<file path="config.mk">
export PLATFORM = sky130hd
export DESIGN_NAME = cartesian_pid_with_reach_clamp_top
export DESIGN_NICKNAME = d
export VERILOG_FILES = /design/src/rtl/cpid_pkg.sv /design/src/rtl/cpid_ctrl.sv /design/src/rtl/cpid_dp.sv /design/src/rtl/cartesian_pid_with_reach_clamp_top.sv
export SDC_FILE = /design/constraint.sdc
export NUM_CORES = 2
export LEC_CHECK = 0
export BUFFER_PORTS_ARGS = -buffer_cell sky130_fd_sc_hd__buf_2
export CAP_MARGIN = 40
export CORE_ASPECT_RATIO = 0.5
export CORE_UTILIZATION = 45
export DETAILED_ROUTE_END_ITERATION = 8
export HOLD_SLACK_MARGIN = 0.1
export PLACE_DENSITY = 0.71
export REMOVE_ABC_BUFFERS = 1
export SLEW_MARGIN = 10
export SYNTH_ARGS = -nofsm -noshare
export SYNTH_HDL_FRONTEND = slang
export SYNTH_SLANG_ARGS = --single-unit
</file>
<file path="constraint.sdc">
create_clock -name clk_i -period 14.95 [get_ports clk_i]
set_clock_uncertainty 0.1 [all_clocks]
set_input_delay 1.495 -clock clk_i [delete_from_list [all_inputs] [get_ports clk_i]]
set_output_delay 1.495 -clock clk_i [all_outputs]
set_load 0.1 [all_outputs]
</file>
<file path="src/rtl/cpid_pkg.sv">
// ----------------------------------------------------------------------------
// cpid_pkg
// Shared widths, payload types and controller/datapath codes for the
// cartesian pid block with reach clamp.
// ----------------------------------------------------------------------------
package cpid_pkg;

  // field widths
  parameter int POS_W  = 24;               // Q.16 positions and velocities
  parameter int GAIN_W = 16;               // Q8.8 gains
  parameter int GAIN_FRAC = 8;
  parameter int SUM_W  = 40;               // error integral
  parameter int FORCE_W = 32;
  parameter int SUM_SPLIT = 20;            // integral is multiplied in two halves

  // derived datapath widths
  parameter int ROOT_W = POS_W + 1;        // floor(sqrt(d2)) bits
  parameter int D2_W   = 2 * ROOT_W;       // sum of three squares
  parameter int MUL_W  = (POS_W + 3 > SUM_SPLIT + 1) ? POS_W + 3 : SUM_W - SUM_SPLIT + 1;
  parameter int PROD_W = 2 * MUL_W;
  parameter int ACC_W  = PROD_W + 22;
  parameter int CFG_W  = (3 * GAIN_W > POS_W) ? 3 * GAIN_W : POS_W;
  parameter int STEP_W = $clog2(ROOT_W + 1);

  // configuration register indexes
  typedef enum logic [2:0] {
    REG_PROP_GAINS = 3'd0,
    REG_VEL_GAINS  = 3'd1,
    REG_INT_GAINS  = 3'd2,
    REG_BASE_X     = 3'd3,
    REG_BASE_Y     = 3'd4,
    REG_BASE_Z     = 3'd5,
    REG_MAX_REACH  = 3'd6
  } reg_idx_e;

  typedef struct packed {
    logic signed [POS_W-1:0] meas_pos_x;
    logic signed [POS_W-1:0] meas_pos_y;
    logic signed [POS_W-1:0] meas_pos_z;
    logic signed [POS_W-1:0] meas_vel_x;
    logic signed [POS_W-1:0] meas_vel_y;
    logic signed [POS_W-1:0] meas_vel_z;
    logic signed [POS_W-1:0] goal_pos_x;
    logic signed [POS_W-1:0] goal_pos_y;
    logic signed [POS_W-1:0] goal_pos_z;
    logic signed [POS_W-1:0] goal_vel_x;
    logic signed [POS_W-1:0] goal_vel_y;
    logic signed [POS_W-1:0] goal_vel_z;
  } cpid_in_t;

  typedef struct packed {
    logic signed [FORCE_W-1:0] force_x;
    logic signed [FORCE_W-1:0] force_y;
    logic signed [FORCE_W-1:0] force_z;
    logic                      goal_clamped;
  } cpid_out_t;

  typedef enum logic [4:0] {
    ST_IDLE, ST_SQ, ST_SQA, ST_RSQ, ST_CMP, ST_SQRT, ST_DMUL, ST_DINIT,
    ST_DIV, ST_DEND, ST_ERR, ST_MP, ST_MV, ST_MIH, ST_MIL, ST_FIN, ST_SAT,
    ST_DONE
  } state_e;

  typedef enum logic [3:0] {
    ACT_NONE, ACT_LOAD, ACT_D2ADD, ACT_CMP, ACT_SQRT, ACT_DINIT, ACT_DIV,
    ACT_DEND, ACT_ERR, ACT_ACCLD, ACT_ACCADD, ACT_ACCHI, ACT_FORCE, ACT_PUB
  } act_e;

  typedef enum logic [2:0] {
    MUL_NONE, MUL_DSQ, MUL_RSQ, MUL_DR, MUL_KP, MUL_KV, MUL_KIH, MUL_KIL
  } mul_e;

  typedef struct packed {
    act_e       act;
    mul_e       mul;
    logic [1:0] axis;
  } cmd_t;

  typedef struct packed {
    logic clamp;
  } status_t;

endpackage

</file>
<file path="src/rtl/cpid_ctrl.sv">
// ----------------------------------------------------------------------------
// cpid_ctrl
// Sequencer for the datapath: distance test, square root, per-axis
// division and per-axis pid accumulation, plus the output handshake.
// ----------------------------------------------------------------------------
module cpid_ctrl (
  input  logic             clk_i,
  input  logic             rst_ni,
  input  logic             in_valid_i,
  output logic             in_stall_o,
  input  logic             out_stall_i,
  output logic             out_valid_o,
  input  cpid_pkg::status_t sts_i,
  output cpid_pkg::cmd_t   cmd_o
);
  import cpid_pkg::*;

  state_e            state_q, state_d;
  logic [1:0]        axis_q, axis_d;
  logic [STEP_W-1:0] step_q, step_d;
  logic              out_valid_q, out_valid_d;
  logic              pub_ok;

  assign pub_ok = !out_valid_q || !out_stall_i;

  always_comb begin
    state_d = state_q;
    axis_d  = axis_q;
    step_d  = step_q;
    unique case (state_q)
      ST_IDLE: begin
        if (in_valid_i) begin
          state_d = ST_SQ;
          axis_d  = 2'd0;
        end
      end
      ST_SQ:  state_d = ST_SQA;
      ST_SQA: begin
        if (axis_q == 2'd2) begin
          state_d = ST_RSQ;
        end else begin
          axis_d  = axis_q + 2'd1;
          state_d = ST_SQ;
        end
      end
      ST_RSQ: state_d = ST_CMP;
      ST_CMP: begin
        axis_d = 2'd0;
        if (sts_i.clamp) begin
          state_d = ST_SQRT;
          step_d  = STEP_W'(ROOT_W - 1);
        end else begin
          state_d = ST_ERR;
        end
      end
      ST_SQRT: begin
        if (step_q == '0) state_d = ST_DMUL;
        else step_d = step_q - 1'b1;
      end
      ST_DMUL: state_d = ST_DINIT;
      ST_DINIT: begin
        state_d = ST_DIV;
        step_d  = STEP_W'(POS_W - 2);
      end
      ST_DIV: begin
        if (step_q == '0) state_d = ST_DEND;
        else step_d = step_q - 1'b1;
      end
      ST_DEND: begin
        if (axis_q == 2'd2) begin
          axis_d  = 2'd0;
          state_d = ST_ERR;
        end else begin
          axis_d  = axis_q + 2'd1;
          state_d = ST_DMUL;
        end
      end
      ST_ERR: state_d = ST_MP;
      ST_MP:  state_d = ST_MV;
      ST_MV:  state_d = ST_MIH;
      ST_MIH: state_d = ST_MIL;
      ST_MIL: state_d = ST_FIN;
      ST_FIN: state_d = ST_SAT;
      ST_SAT: begin
        if (axis_q == 2'd2) begin
          state_d = ST_DONE;
        end else begin
          axis_d  = axis_q + 2'd1;
          state_d = ST_ERR;
        end
      end
      ST_DONE: begin
        if (pub_ok) state_d = ST_IDLE;
      end
      default: state_d = ST_IDLE;
    endcase
  end

  always_comb begin
    cmd_o.act  = ACT_NONE;
    cmd_o.mul  = MUL_NONE;
    cmd_o.axis = axis_q;
    unique case (state_q)
      ST_IDLE:  if (in_valid_i) cmd_o.act = ACT_LOAD;
      ST_SQ:    cmd_o.mul = MUL_DSQ;
      ST_SQA:   cmd_o.act = ACT_D2ADD;
      ST_RSQ:   cmd_o.mul = MUL_RSQ;
      ST_CMP:   cmd_o.act = ACT_CMP;
      ST_SQRT:  cmd_o.act = ACT_SQRT;
      ST_DMUL:  cmd_o.mul = MUL_DR;
      ST_DINIT: cmd_o.act = ACT_DINIT;
      ST_DIV:   cmd_o.act = ACT_DIV;
      ST_DEND:  cmd_o.act = ACT_DEND;
      ST_ERR:   cmd_o.act = ACT_ERR;
      ST_MP:    cmd_o.mul = MUL_KP;
      ST_MV: begin
        cmd_o.act = ACT_ACCLD;
        cmd_o.mul = MUL_KV;
      end
      ST_MIH: begin
        cmd_o.act = ACT_ACCADD;
        cmd_o.mul = MUL_KIH;
      end
      ST_MIL: begin
        cmd_o.act = ACT_ACCHI;
        cmd_o.mul = MUL_KIL;
      end
      ST_FIN:   cmd_o.act = ACT_ACCADD;
      ST_SAT:   cmd_o.act = ACT_FORCE;
      ST_DONE:  if (pub_ok) cmd_o.act = ACT_PUB;
      default:  cmd_o.act = ACT_NONE;
    endcase
  end

  assign out_valid_d = (state_q == ST_DONE && pub_ok) ? 1'b1 : (out_valid_q && out_stall_i);

  always_ff @(posedge clk_i or negedge rst_ni) begin
    if (!rst_ni) begin
      state_q     <= ST_IDLE;
      axis_q      <= 2'd0;
      step_q      <= '0;
      out_valid_q <= 1'b0;
    end else begin
      state_q     <= state_d;
      axis_q      <= axis_d;
      step_q      <= step_d;
      out_valid_q <= out_valid_d;
    end
  end

  assign in_stall_o  = (state_q != ST_IDLE);
  assign out_valid_o = out_valid_q;

endmodule

</file>
<file path="src/rtl/cpid_dp.sv">
// ----------------------------------------------------------------------------
// cpid_dp
// Datapath: configuration registers, one shared multiplier, bit-serial
// square root and divider, error integrals and output register.
// ----------------------------------------------------------------------------
module cpid_dp (
  input  logic                           clk_i,
  input  logic                           rst_ni,
  input  logic                           cfg_we_i,
  input  logic [2:0]                     cfg_idx_i,
  input  logic [cpid_pkg::CFG_W-1:0]     cfg_data_i,
  input  cpid_pkg::cpid_in_t             in_data_i,
  input  cpid_pkg::cmd_t                 cmd_i,
  output cpid_pkg::status_t              sts_o,
  output cpid_pkg::cpid_out_t            out_data_o
);
  import cpid_pkg::*;

  localparam int DIVR_W = POS_W + 2;

  // configuration
  logic [3*GAIN_W-1:0]     kp_q, kv_q, ki_q;
  logic signed [POS_W-1:0] base_q [3];
  logic [POS_W-2:0]        reach_q;

  // item state
  logic signed [POS_W-1:0] pos_q [3];
  logic signed [POS_W-1:0] vel_q [3];
  logic signed [POS_W-1:0] gvel_q [3];
  logic signed [POS_W:0]   goal_q [3];
  logic signed [POS_W:0]   d_q [3];
  logic [D2_W-1:0]         d2_q;
  logic                    clamp_q;
  logic signed [SUM_W-1:0] sum_q [3];
  logic signed [POS_W+1:0] perr_q, derr_q;
  logic signed [PROD_W-1:0] prod_q;
  logic signed [ACC_W-1:0]  acc_q;
  logic signed [FORCE_W-1:0] force_q [3];
  cpid_out_t               out_q;

  // square root and divider
  logic [D2_W-1:0]         sq_x_q;
  logic [ROOT_W:0]         sq_rem_q;
  logic [ROOT_W-1:0]       sq_root_q;
  logic [DIVR_W-1:0]       dv_rem_q;
  logic [POS_W-2:0]        dv_lo_q;
  logic [POS_W-2:0]        dv_q_q;

  logic signed [POS_W-1:0] in_pos [3], in_vel [3], in_goal [3], in_gvel [3];
  logic [1:0]              ax;
  logic signed [POS_W:0]   d_cur;
  logic [POS_W:0]          dmag;
  logic signed [GAIN_W-1:0] g_sel;
  logic signed [MUL_W-1:0] mul_a, mul_b;
  logic signed [ACC_W-1:0] prod_ext;
  logic [ROOT_W+2:0]       sq_sh, sq_trial;
  logic [DIVR_W-1:0]       dv_sh, dv_norm;
  logic [POS_W:0]          q_ext;
  logic signed [POS_W:0]   goal_new;
  logic signed [POS_W+1:0] perr_new, derr_new;
  logic signed [SUM_W:0]   sum_wide;
  logic signed [SUM_W-1:0] sum_new;
  logic signed [ACC_W-1:0] acc_sh;
  logic signed [FORCE_W-1:0] force_new;

  assign in_pos  = '{in_data_i.meas_pos_x, in_data_i.meas_pos_y, in_data_i.meas_pos_z};
  assign in_vel  = '{in_data_i.meas_vel_x, in_data_i.meas_vel_y, in_data_i.meas_vel_z};
  assign in_goal = '{in_data_i.goal_pos_x, in_data_i.goal_pos_y, in_data_i.goal_pos_z};
  assign in_gvel = '{in_data_i.goal_vel_x, in_data_i.goal_vel_y, in_data_i.goal_vel_z};

  assign ax    = cmd_i.axis;
  assign d_cur = d_q[ax];
  assign dmag  = d_cur[POS_W] ? (~d_cur + 1'b1) : d_cur;

  // shared multiplier operand select
  always_comb begin
    mul_a = '0;
    mul_b = '0;
    g_sel = '0;
    case (cmd_i.mul)
      MUL_DSQ: begin
        mul_a = {{(MUL_W-POS_W-1){1'b0}}, dmag};
        mul_b = {{(MUL_W-POS_W-1){1'b0}}, dmag};
      end
      MUL_RSQ: begin
        mul_a = {{(MUL_W-POS_W+1){1'b0}}, reach_q};
        mul_b = {{(MUL_W-POS_W+1){1'b0}}, reach_q};
      end
      MUL_DR: begin
        mul_a = {{(MUL_W-POS_W-1){1'b0}}, dmag};
        mul_b = {{(MUL_W-POS_W+1){1'b0}}, reach_q};
      end
      MUL_KP: begin
        g_sel = kp_q[ax*GAIN_W +: GAIN_W];
        mul_a = {{(MUL_W-GAIN_W){g_sel[GAIN_W-1]}}, g_sel};
        mul_b = {{(MUL_W-POS_W-2){perr_q[POS_W+1]}}, perr_q};
      end
      MUL_KV: begin
        g_sel = kv_q[ax*GAIN_W +: GAIN_W];
        mul_a = {{(MUL_W-GAIN_W){g_sel[GAIN_W-1]}}, g_sel};
        mul_b = {{(MUL_W-POS_W-2){derr_q[POS_W+1]}}, derr_q};
      end
      MUL_KIH: begin
        g_sel = ki_q[ax*GAIN_W +: GAIN_W];
        mul_a = {{(MUL_W-GAIN_W){g_sel[GAIN_W-1]}}, g_sel};
        mul_b = {{(MUL_W-SUM_W+SUM_SPLIT){sum_q[ax][SUM_W-1]}},
                 sum_q[ax][SUM_W-1:SUM_SPLIT]};
      end
      MUL_KIL: begin
        g_sel = ki_q[ax*GAIN_W +: GAIN_W];
        mul_a = {{(MUL_W-GAIN_W){g_sel[GAIN_W-1]}}, g_sel};
        mul_b = {{(MUL_W-SUM_SPLIT){1'b0}}, sum_q[ax][SUM_SPLIT-1:0]};
      end
      default: begin
        mul_a = '0;
        mul_b = '0;
      end
    endcase
  end

  assign prod_ext = {{(ACC_W-PROD_W){prod_q[PROD_W-1]}}, prod_q};

  // restoring square root, one root bit per step
  assign sq_sh    = {sq_rem_q, sq_x_q[D2_W-1 -: 2]};
  assign sq_trial = {1'b0, sq_root_q, 2'b01};

  // restoring divide, quotient known to fit below the reach width
  assign dv_sh   = {dv_rem_q[DIVR_W-2:0], dv_lo_q[POS_W-2]};
  assign dv_norm = {1'b0, sq_root_q};
  assign q_ext   = {2'b00, dv_q_q};
  assign goal_new = {base_q[ax][POS_W-1], base_q[ax]} + (d_cur[POS_W] ? -q_ext : q_ext);

  assign perr_new = {goal_q[ax][POS_W], goal_q[ax]} - {{2{pos_q[ax][POS_W-1]}}, pos_q[ax]};
  assign derr_new = {{2{gvel_q[ax][POS_W-1]}}, gvel_q[ax]} - {{2{vel_q[ax][POS_W-1]}}, vel_q[ax]};
  assign sum_wide = {sum_q[ax][SUM_W-1], sum_q[ax]}
                  + {{(SUM_W-POS_W-1){perr_new[POS_W+1]}}, perr_new};

  always_comb begin
    if (sum_wide[SUM_W] != sum_wide[SUM_W-1]) begin
      sum_new = sum_wide[SUM_W] ? {1'b1, {(SUM_W-1){1'b0}}} : {1'b0, {(SUM_W-1){1'b1}}};
    end else begin
      sum_new = sum_wide[SUM_W-1:0];
    end
  end

  // floor shift of the q.24 sum, then clip to 32 bits
  assign acc_sh = acc_q >>> GAIN_FRAC;
  always_comb begin
    if (&acc_sh[ACC_W-1:FORCE_W-1] || ~|acc_sh[ACC_W-1:FORCE_W-1]) begin
      force_new = acc_sh[FORCE_W-1:0];
    end else if (acc_sh[ACC_W-1]) begin
      force_new = {1'b1, {(FORCE_W-1){1'b0}}};
    end else begin
      force_new = {1'b0, {(FORCE_W-1){1'b1}}};
    end
  end

  assign sts_o.clamp = (d2_q > prod_q[D2_W-1:0]);

  always_ff @(posedge clk_i or negedge rst_ni) begin
    if (!rst_ni) begin
      kp_q    <= '0;
      kv_q    <= '0;
      ki_q    <= '0;
      base_q  <= '{default: '0};
      reach_q <= '1;
      sum_q   <= '{default: '0};
    end else begin
      if (cfg_we_i) begin
        unique case (cfg_idx_i)
          REG_PROP_GAINS: kp_q <= cfg_data_i[3*GAIN_W-1:0];
          REG_VEL_GAINS:  kv_q <= cfg_data_i[3*GAIN_W-1:0];
          REG_INT_GAINS:  ki_q <= cfg_data_i[3*GAIN_W-1:0];
          REG_BASE_X:     base_q[0] <= cfg_data_i[POS_W-1:0];
          REG_BASE_Y:     base_q[1] <= cfg_data_i[POS_W-1:0];
          REG_BASE_Z:     base_q[2] <= cfg_data_i[POS_W-1:0];
          REG_MAX_REACH:  reach_q <= cfg_data_i[POS_W-2:0];
          default: ;
        endcase
      end
      if (cmd_i.act == ACT_ERR) sum_q[ax] <= sum_new;
    end
  end

  always_ff @(posedge clk_i) begin
    if (cmd_i.mul != MUL_NONE) prod_q <= mul_a * mul_b;
    case (cmd_i.act)
      ACT_LOAD: begin
        for (int i = 0; i < 3; i++) begin
          pos_q[i]  <= in_pos[i];
          vel_q[i]  <= in_vel[i];
          gvel_q[i] <= in_gvel[i];
          goal_q[i] <= {in_goal[i][POS_W-1], in_goal[i]};
          d_q[i]    <= {in_goal[i][POS_W-1], in_goal[i]} - {base_q[i][POS_W-1], base_q[i]};
        end
        d2_q <= '0;
      end
      ACT_D2ADD: d2_q <= d2_q + prod_q[D2_W-1:0];
      ACT_CMP: begin
        clamp_q   <= sts_o.clamp;
        sq_x_q    <= d2_q;
        sq_rem_q  <= '0;
        sq_root_q <= '0;
      end
      ACT_SQRT: begin
        sq_x_q <= {sq_x_q[D2_W-3:0], 2'b00};
        if (sq_sh >= sq_trial) begin
          sq_rem_q  <= (ROOT_W+1)'(sq_sh - sq_trial);
          sq_root_q <= {sq_root_q[ROOT_W-2:0], 1'b1};
        end else begin
          sq_rem_q  <= sq_sh[ROOT_W:0];
          sq_root_q <= {sq_root_q[ROOT_W-2:0], 1'b0};
        end
      end
      ACT_DINIT: begin
        dv_rem_q <= {1'b0, prod_q[2*POS_W-1:POS_W-1]};
        dv_lo_q  <= prod_q[POS_W-2:0];
        dv_q_q   <= '0;
      end
      ACT_DIV: begin
        dv_lo_q <= {dv_lo_q[POS_W-3:0], 1'b0};
        if (dv_sh >= dv_norm) begin
          dv_rem_q <= dv_sh - dv_norm;
          dv_q_q   <= {dv_q_q[POS_W-3:0], 1'b1};
        end else begin
          dv_rem_q <= dv_sh;
          dv_q_q   <= {dv_q_q[POS_W-3:0], 1'b0};
        end
      end
      ACT_DEND: begin
        goal_q[ax] <= goal_new;
        gvel_q[ax] <= '0;
      end
      ACT_ERR: begin
        perr_q <= perr_new;
        derr_q <= derr_new;
      end
      ACT_ACCLD:  acc_q <= prod_ext;
      ACT_ACCADD: acc_q <= acc_q + prod_ext;
      ACT_ACCHI:  acc_q <= acc_q + (prod_ext <<< SUM_SPLIT);
      ACT_FORCE:  force_q[ax] <= force_new;
      ACT_PUB: begin
        out_q.force_x      <= force_q[0];
        out_q.force_y      <= force_q[1];
        out_q.force_z      <= force_q[2];
        out_q.goal_clamped <= clamp_q;
      end
      default: ;
    endcase
  end

  assign out_data_o = out_q;

endmodule

</file>
<file path="src/rtl/cartesian_pid_with_reach_clamp_top.sv">
// ----------------------------------------------------------------------------
// cartesian_pid_with_reach_clamp_top
// Cartesian pid step for one end effector with goal reach clamp.
// ----------------------------------------------------------------------------
// Usage:
//   configuration: write gains, base joint and reach with cfg_we_i, index
//   and data while the block is idle; writes take effect at once.
//   input channel: one beat carries measured and goal position/velocity on
//   three axes; in_stall_o is high while an item is being worked on.
//   output channel: one beat per input beat with three saturated forces
//   and the clamp flag, held in an output register until taken.
// Sequence: the clamped case adds the bit-serial square root (25 steps) and
//   three bit-serial divides (23 steps each); the pid part then uses one
//   shared multiplier for each axis in turn.
// Flow: the next beat is taken in the idle state, so one item is worked on
//   at a time; a new item is taken while the previous result still waits on
//   a stalled receiver.
// Reset: gains and base clear, reach goes to all ones, integrals clear.
// A stalled output holds its beat; the block finishes the next item and
//   waits before publishing until the output register is free.
// ----------------------------------------------------------------------------
module cartesian_pid_with_reach_clamp_top (
  input  logic                       clk_i,
  input  logic                       rst_ni,
  input  logic                       cfg_we_i,
  input  logic [2:0]                 cfg_idx_i,
  input  logic [cpid_pkg::CFG_W-1:0] cfg_data_i,
  input  logic                       in_valid_i,
  output logic                       in_stall_o,
  input  cpid_pkg::cpid_in_t         in_data_i,
  output logic                       out_valid_o,
  input  logic                       out_stall_i,
  output cpid_pkg::cpid_out_t        out_data_o
);
  import cpid_pkg::*;

  cmd_t    cmd;
  status_t sts;

  cpid_ctrl u_ctrl (
    .clk_i       (clk_i),
    .rst_ni      (rst_ni),
    .in_valid_i  (in_valid_i),
    .in_stall_o  (in_stall_o),
    .out_stall_i (out_stall_i),
    .out_valid_o (out_valid_o),
    .sts_i       (sts),
    .cmd_o       (cmd)
  );

  cpid_dp u_dp (
    .clk_i      (clk_i),
    .rst_ni     (rst_ni),
    .cfg_we_i   (cfg_we_i),
    .cfg_idx_i  (cfg_idx_i),
    .cfg_data_i (cfg_data_i),
    .in_data_i  (in_data_i),
    .cmd_i      (cmd),
    .sts_o      (sts),
    .out_data_o (out_data_o)
  );

endmodule

</file>
; ---- After elaboration in Yosys (flattened, before gate mapping)
; Memory sizes are Yosys's and may differ from the RTL's. A register that Yosys moved wholly into a read port is not among the register bits.
; Cells that the tools add are included.
[op_classes]
n_reduce_logical = 39
n_bitwise = 2
add_sub_neg = 16
n_lt_le_gt_ge = 5
n_eq_ne = 52
n_mul = 1
shift = 3
muxes = 62
div = 0
[op_table]
columns = operator, count
row1 = one-hot mux 76 bit (3 select lines), 1
row2 = 2-to-1 mux 40 bit, 5
row3 = one-hot mux 50 bit (2 select lines), 2
row4 = one-hot mux 27 bit (6 select lines), 1
row5 = indexed part select 48 x 7 -> 16 bit, 3
row6 = one-hot mux 27 bit (5 select lines), 1
row7 = bitwise mux 120 bit, 1
row8 = 2-to-1 mux 25 bit, 4
row9 = one-hot mux 25 bit (2 select lines), 2
row10 = subtractor 24 x 24 -> 25 bit, 4
row11 = one-hot mux 23 bit (2 select lines), 2
row12 = one-hot mux 5 bit (18 select lines), 1
row13 = binary-select mux 40 bit (select 2 bit), 1
row14 = demux 40 bit (select 2 bit), 1
row15 = adder 76 x 54 -> 76 bit, 1
row16 = adder 76 x 74 -> 76 bit, 1
row17 = 2-to-1 mux 24 bit, 3
row18 = 2-to-1 mux 32 bit, 2
row19 = multiplier 27 x 27 -> 54 bit, 1
row20 = one-hot mux 26 bit (2 select lines), 1
row21 = one-hot mux 4 bit (13 select lines), 1
row22 = adder 50 bit, 1
row23 = greater-than comparator 50 bit, 1
row24 = binary-select mux 24 bit (select 2 bit), 1
row25 = other kinds (56), 138
[totals]
out_inout_bits = 99
ramBits = 462
mem_count = 6
reg_bits = 778
mem_bits_ro = 0
latchBits = 0
inputBits = 344
wordCells = 213
[memory_table]
columns = name, words, word_bits, rd, rd_ports_with_merged_regs, write_ports, line_no
row1 = u_dp.force_q, 3, 32, 3, 3, 1, cpid_dp.sv:38  ; logic signed [FORCE_W-1:0] force_q [3];
row2 = u_dp.d_q, 3, 25, 1, 0, 3, cpid_dp.sv:31  ; logic signed [POS_W:0] d_q [3];
row3 = u_dp.goal_q, 3, 25, 1, 0, 3, cpid_dp.sv:30  ; logic signed [POS_W:0] goal_q [3];
row4 = u_dp.gvel_q, 3, 24, 1, 0, 3, cpid_dp.sv:29  ; logic signed [POS_W-1:0] gvel_q [3];
row5 = u_dp.pos_q, 3, 24, 1, 0, 3, cpid_dp.sv:27  ; logic signed [POS_W-1:0] pos_q [3];
row6 = u_dp.vel_q, 3, 24, 1, 0, 3, cpid_dp.sv:28  ; logic signed [POS_W-1:0] vel_q [3];

; ---- Logic depth before layout (Yosys ltp)
[logic_depth]
ltp_word = 9
mapped_depth = 42
depth_no_buf = 39

; ---- By module
; A second synthesis with hierarchy kept.
[unflattened]
cells_unflattened = 10425
area_unflattened_um2 = 103933.4
[by_module_without_submodules]
columns = mod, seq_area_each_um2, cells_each, area_each_um2, instances
row1 = cpid_dp, 37960.2, 10268, 102615.9, 1
row2 = cpid_ctrl, 325.3, 157, 1317.5, 1

; ---- Least setup slack after synthesis
; OpenSTA, ideal clock, no wires.
[synth_timing]
path_type = input to register
from = input port out_stall_i
to = register u_dp.dv_lo_q[0] (enable)
t_arrival_ns = 10.026
t_required_ns = 14.349
setup_ns = 0.501
path_slack_ns = 4.323
n_path_buf = 0
path_stages = 5
cell_sequence = a21oi_1 o311ai_0 nor2_1 a21oi_1 nor2_1
[synth_via]
elab_chain_len = 6
elab_cells_between_ends = 7
cone_classes = eq/ne (2) / mux (2) / reduce/logical (3)
[synth_lines]
columns = item, line_no
row1 = from (decl), cartesian_pid_with_reach_clamp_top.sv:32  ; input logic out_stall_i,
row2 = logical NOT 1 bit (*), cpid_ctrl.sv:24  ; assign pub_ok = !out_valid_q || !out_stall_i;
row3 = logical OR 1 bit (*), cpid_ctrl.sv:24
row4 = 2-to-1 mux 4 bit (*), cpid_ctrl.sv:130  ; ST_DONE: if (pub_ok) cmd_o.act = ACT_PUB;
row5 = one-hot mux 4 bit (13 select lines) (*), cpid_ctrl.sv:103  ; unique case (state_q)
row6 = equality test 4 x 3 -> 1 bit, cpid_dp.sv:187  ; case (cmd_i.act)
row7 = nonzero test 2 bit (no source line) (*), n/a
row8 = to (signal assigned), cpid_dp.sv:217  ; dv_lo_q <= prod_q[POS_W-2:0];
row9 = to (signal assigned), cpid_dp.sv:221  ; dv_lo_q <= {dv_lo_q[POS_W-3:0], 1'b0};
row10 = to (decl), cpid_dp.sv:46  ; logic [POS_W-2:0] dv_lo_q;
; Every way passes the cells marked *; elsewhere a longest branch is shown, timed or not.
; A chain may end at the register's enable or synchronous reset.

; ---- Final worst setup path
[layout_timing]
from = register u_ctrl.axis_q[0]
to = register u_dp.prod_q[48] (data pin)
[layout_via]
elab_chain_len = 6
elab_cells_between_ends = 14
cone_classes = add/sub (1) / mul (1) / shift (3) / mux (6) / bitwise (2) / memory (1)
[layout_lines]
columns = item, line_no
row1 = from (decl), cpid_ctrl.sv:19  ; logic [1:0] axis_q, axis_d;
row2 = from (signal assigned), cpid_ctrl.sv:145  ; axis_q <= axis_d;
row3 = memory (3 x 25 bit) / NOT 2 -> 3 bit (equally long branches), n/a
row4 = NOT 25 bit / binary-select mux 40 bit (select 2 bit) (equally long branches), n/a
row5 = adder 25 x 1 -> 25 bit / 2-to-1 mux 40 bit (equally long branches), "cpid_dp.sv:73, cpid_dp.sv:106, cpid_dp.sv:107"
row6 = 2-to-1 mux 25 bit / 2-to-1 mux 40 bit (equally long branches), "cpid_dp.sv:73, cpid_dp.sv:112"
row7 = one-hot mux 27 bit (6 select lines) / one-hot mux 27 bit (5 select lines) (equally long branches), cpid_dp.sv:80  ; case (cmd_i.mul)
row8 = multiplier 27 x 27 -> 54 bit (*), cpid_dp.sv:186  ; if (cmd_i.mul != MUL_NONE) prod_q <= mul_a * mul_b;
row9 = to (signal assigned), cpid_dp.sv:186
row10 = to (decl), cpid_dp.sv:36  ; logic signed [PROD_W-1:0] prod_q;
; Every way passes the cells marked *; elsewhere a longest branch is shown, timed or not. The select of a mux whose other input is x is not followed.

==> summary.md <==
| Metric | Value |
|---|---|
| Final setup violation count | `0` |
| Cell with the most instances on the worst path | `sky130_fd_sc_hd__fa_1` |
| Vias in the first global route | `79,217` |
| Post-DR wirelength/cell | `22.6 µm` |
| Library cell with the highest instance count after synthesis | `sky130_fd_sc_hd__nand2_1` |
| Ratio of final minimum period to clock period | `79.3%` |
| Number of synthesized register bits | `1,360` |
| Effective utilization at floorplan | `45.6%` |
| Post-synthesis instance total | `10,312` |
| Worst slew pin tran | `972 ps` |
| Tot GR Track Use | `26.5%` |
| Max Transition Viols Final | `0` |
| Crit path DAT | `12,330 ps` |
| Cell area after synthesis | `103,000 µm²` |
| Critical Path Start Type | `flop` |
| Fmax | `84.4 MHz` |
| Number of H-tree branching levels | `4` |
| Clk buf depth | `4` |
| Pin count of the biggest net entering global routing | `144` |
| Boundary Pins | `443` |
| Proportion of synthesized chip area in sequential cells | `37.1%` |
| Gpl congestion | `0.945` |
| Outcome | `finished clean` |
| Clock Sink Count | `1,360` |
| Clock-pin transition on the worst setup and hold timing paths | `70 ps` |
| Port Buf Inserts | `442` |
| Vert. Die Dim | `341 µm` |
| Commonest cells in the netlist | `sky130_fd_sc_hd__nand2_1, sky130_fd_sc_hd__inv_1, sky130_fd_sc_hd__edfxtp_1` |
| Overall die area | `232,000 µm²` |
| Fill cell count | `20,506` |
| Initial antenna violation count | `19` |
| DIE WIDTH | `680 µm` |
| Critical path data required time | `15,430 ps` |
| Total congestion overflow after global routing | `0` |
| Clock network latency to the later pin of the worst-skew pair | `860 ps` |
| # resized after CTS | `0` |
| Aggregate routed wire length | `312,000 µm` |
| Kind of end point of the critical path | `flop` |
| Cell types occupying the most area after synthesis | `sky130_fd_sc_hd__edfxtp_1, sky130_fd_sc_hd__fa_1, sky130_fd_sc_hd__dfrtp_1` |
| Drt first-iter violations | `7,465` |
| CP peak stage delay | `740 ps` |
| Remaining number of nets flagged by the antenna check after routing | `0` |
| Post-synth top area cell | `sky130_fd_sc_hd__edfxtp_1` |
| Worst hold-check path type | `flop to flop` |
| Count of maximum capacitance violations | `0` |
| Clock tree from TritonCTS | `yes` |
| Root Driver | `sky130_fd_sc_hd__clkbuf_16` |
| Post-CTS Setup Repair Bufs | `0` |
| Number of placed cells counting well taps | `13,545` |
| Total vias in the final route | `79,124` |
| Number of vias per cell after detailed routing | `5.73` |
| Remaining DRCs | `0` |
| Slowest cell on the critical path | `sky130_fd_sc_hd__dfrtp_4` |
| HPWL after detailed placement | `235,000 µm` |
| Number of clock buffers inserted by TritonCTS | `144` |
| Critical Path Fanout Max | `89` |
| Synth Area per Inst | `10.0 µm²` |
| Unrepaired setup endpoints after global routing | `no` |
| Share of async-settable or async-resettable flops after synthesis | `27.4%` |
| Relative slew slack | `35.2%` |
| Area occupied by multi-input gates | `58,900 µm²` |
| Post-route worst hold slack | `282 ps` |
| Time the final worst path needs with I/O delays and setup | `11,850 ps` |
| Final non-filler cell area | `114,000 µm²` |
| Path type of the worst setup path | `flop to flop` |
| Ys flop type | `sky130_fd_sc_hd__edfxtp_1` |
| Distinct cell type count after synthesis | `108` |
| Wire length of the first global-routing pass | `473,000 µm` |
| Proportion of layout cells with a drive suffix above 1 | `11.7%` |
| Placed Area | `110,000 µm²` |
| Sequential cell area | `38,300 µm²` |
| Hold-fix buffer count after cts | `0` |
| 1st-pass router iterations | `8` |
| Share of the core filled with cells | `50.5%` |
| Synth top area share | `26.6%` |
| Count of nets after finishing | `12,360` |
| Non-filler instance count after layout | `13,806` |
| Total number of yosys warnings | `0` |
| Number of synthesized flops with an enable pin | `916` |
| Final-report hold violation count | `0` |
| Area growth from synthesis to layout | `10.7%` |
| Number of rows created at floorplan | `123` |
| Floorplan core area | `227,000 µm²` |
-- state kept, by name (all words and copies together), names as in the netlist, 25 cells and up --
name and flops:
out_data_o 96, u_dp.acc_q 76, u_dp.base_q 72, u_dp.d2_q 50
u_dp.d_q 75, u_dp.derr_q 25, u_dp.dv_rem_q 25, u_dp.force_q 96
u_dp.goal_q 100, u_dp.gvel_q 72, u_dp.ki_q 48, u_dp.kp_q 48
u_dp.kv_q 48, u_dp.perr_q 26, u_dp.pos_q 72, u_dp.prod_q 54
u_dp.sq_rem_q 26, u_dp.sq_root_q 25, u_dp.sq_x_q 50, u_dp.sum_q 120
u_dp.vel_q 72
-- layout make-up --
| cell class | instances | share of cell area (%) |
|---|---|---|
| clock buffers | 170 | 3.33 |
| well taps | 3062 | 3.35 |
| repair buffers | 626 | 3.51 |
| inverters | 1238 | 4.07 |
| flip-flops and latches | 1360 | 33.5 |
| clock inverters | 80 | 0.754 |
| multi-input cells | 7261 | 51.5 |
| diodes | 9 | 0.0197 |
-- cells in the final DEF (no fill, tap or decap), drive strengths merged, types with 25 or more instances in the layout --
cell / netlist / final
mux2i: 249 / 249
nand4: 84 / 84
o221ai: 37 / 37
clkbuf: 324 / 170
ha: 630 / 630
nor2: 626 / 626
a21o: 237 / 237
nor3: 114 / 114
clkinv: 0 / 45
buf: 129 / 626
nor4: 33 / 33
or3: 39 / 39
o22ai: 47 / 47
o21bai: 84 / 84
and2: 131 / 131
xor2: 144 / 144
dfxtp: 72 / 72
and3: 52 / 52
a211oi: 33 / 33
nand2b: 71 / 71
xnor2: 289 / 289
nand3: 99 / 99
a222oi: 25 / 25
o21ai: 487 / 487
mux2: 225 / 225
mux4: 25 / 25
fa: 755 / 755
a22oi: 67 / 67
a21oi: 597 / 597
dfrtp: 349 / 349
o31ai: 30 / 30
a22o: 93 / 93
o21a: 73 / 73
a31oi: 52 / 52
edfxtp: 916 / 916
nor2b: 84 / 84
o211ai: 27 / 27
inv: 1238 / 1249
nand2: 1463 / 1463
-- worst max-delay path: cells and delay by family, from the launching register on --
| family | cells | cell delay [ps] |
|---|---|---|
| compound gates | 11 | 3580 |
| mux | 1 | 350 |
| flops | 1 | 740 |
| fa+ha+maj | 8 | 3710 |
| simple gates | 4 | 720 |
| buf+inv | 8 | 2180 |
-- path summary, 6_finish.rpt --
| path | startpoint | end | slack [ps] | cells after the start |
|---|---|---|---|---|
| min in group asynchronous | rst_ni | u_dp.base_q[47] | 600 | 1 |
| worst max-delay path | u_ctrl.axis_q[0] | u_dp.prod_q[48] | 3100 | 32 |
| worst max register to register | u_ctrl.axis_q[0] | u_dp.prod_q[48] | 3100 | 32 |
| max in group asynchronous | rst_ni | u_ctrl.axis_q[1] | 12770 | 2 |
| worst min register to register | u_dp.force_q[0][6] | out_data_o[71] | 280 | 0 |
| worst min-delay path | u_dp.force_q[0][6] | out_data_o[71] | 280 | 0 |
-- through the flow --
stage	setup WS (ps)	TNS, ps
floorplan	-7420	-706030
global placement	3470	0
detailed placement	3350	0
CTS	3230	0
global route	2370	0
finish	3100	0
-- kinds of logic (layout without fill, tap and decap cells) --
kind of cell	Yosys count	count (layout)	share of synthesized area (%)
xor+xnor	433	433	3.67
fa+ha+maj	1386	1386	22.3
mux	499	499	5.41
simple gates	2862	2862	12.1
flops	1360	1360	37.1
buf+inv	1691	2114	6.37
other cells	0	9	0
compound gates	2081	2081	13.1
-- layer usage --
layer  global-route usage, %  wire (µm)
met5                       0         81
met4                    12.1      15900
met3                    5.59      28400
met2                    42.8     143000
met1                    34.3     125000
Power is left out: the tool's default activity adds up to more than one toggle a clock period on the data nets, which glitch-free logic cannot reach.
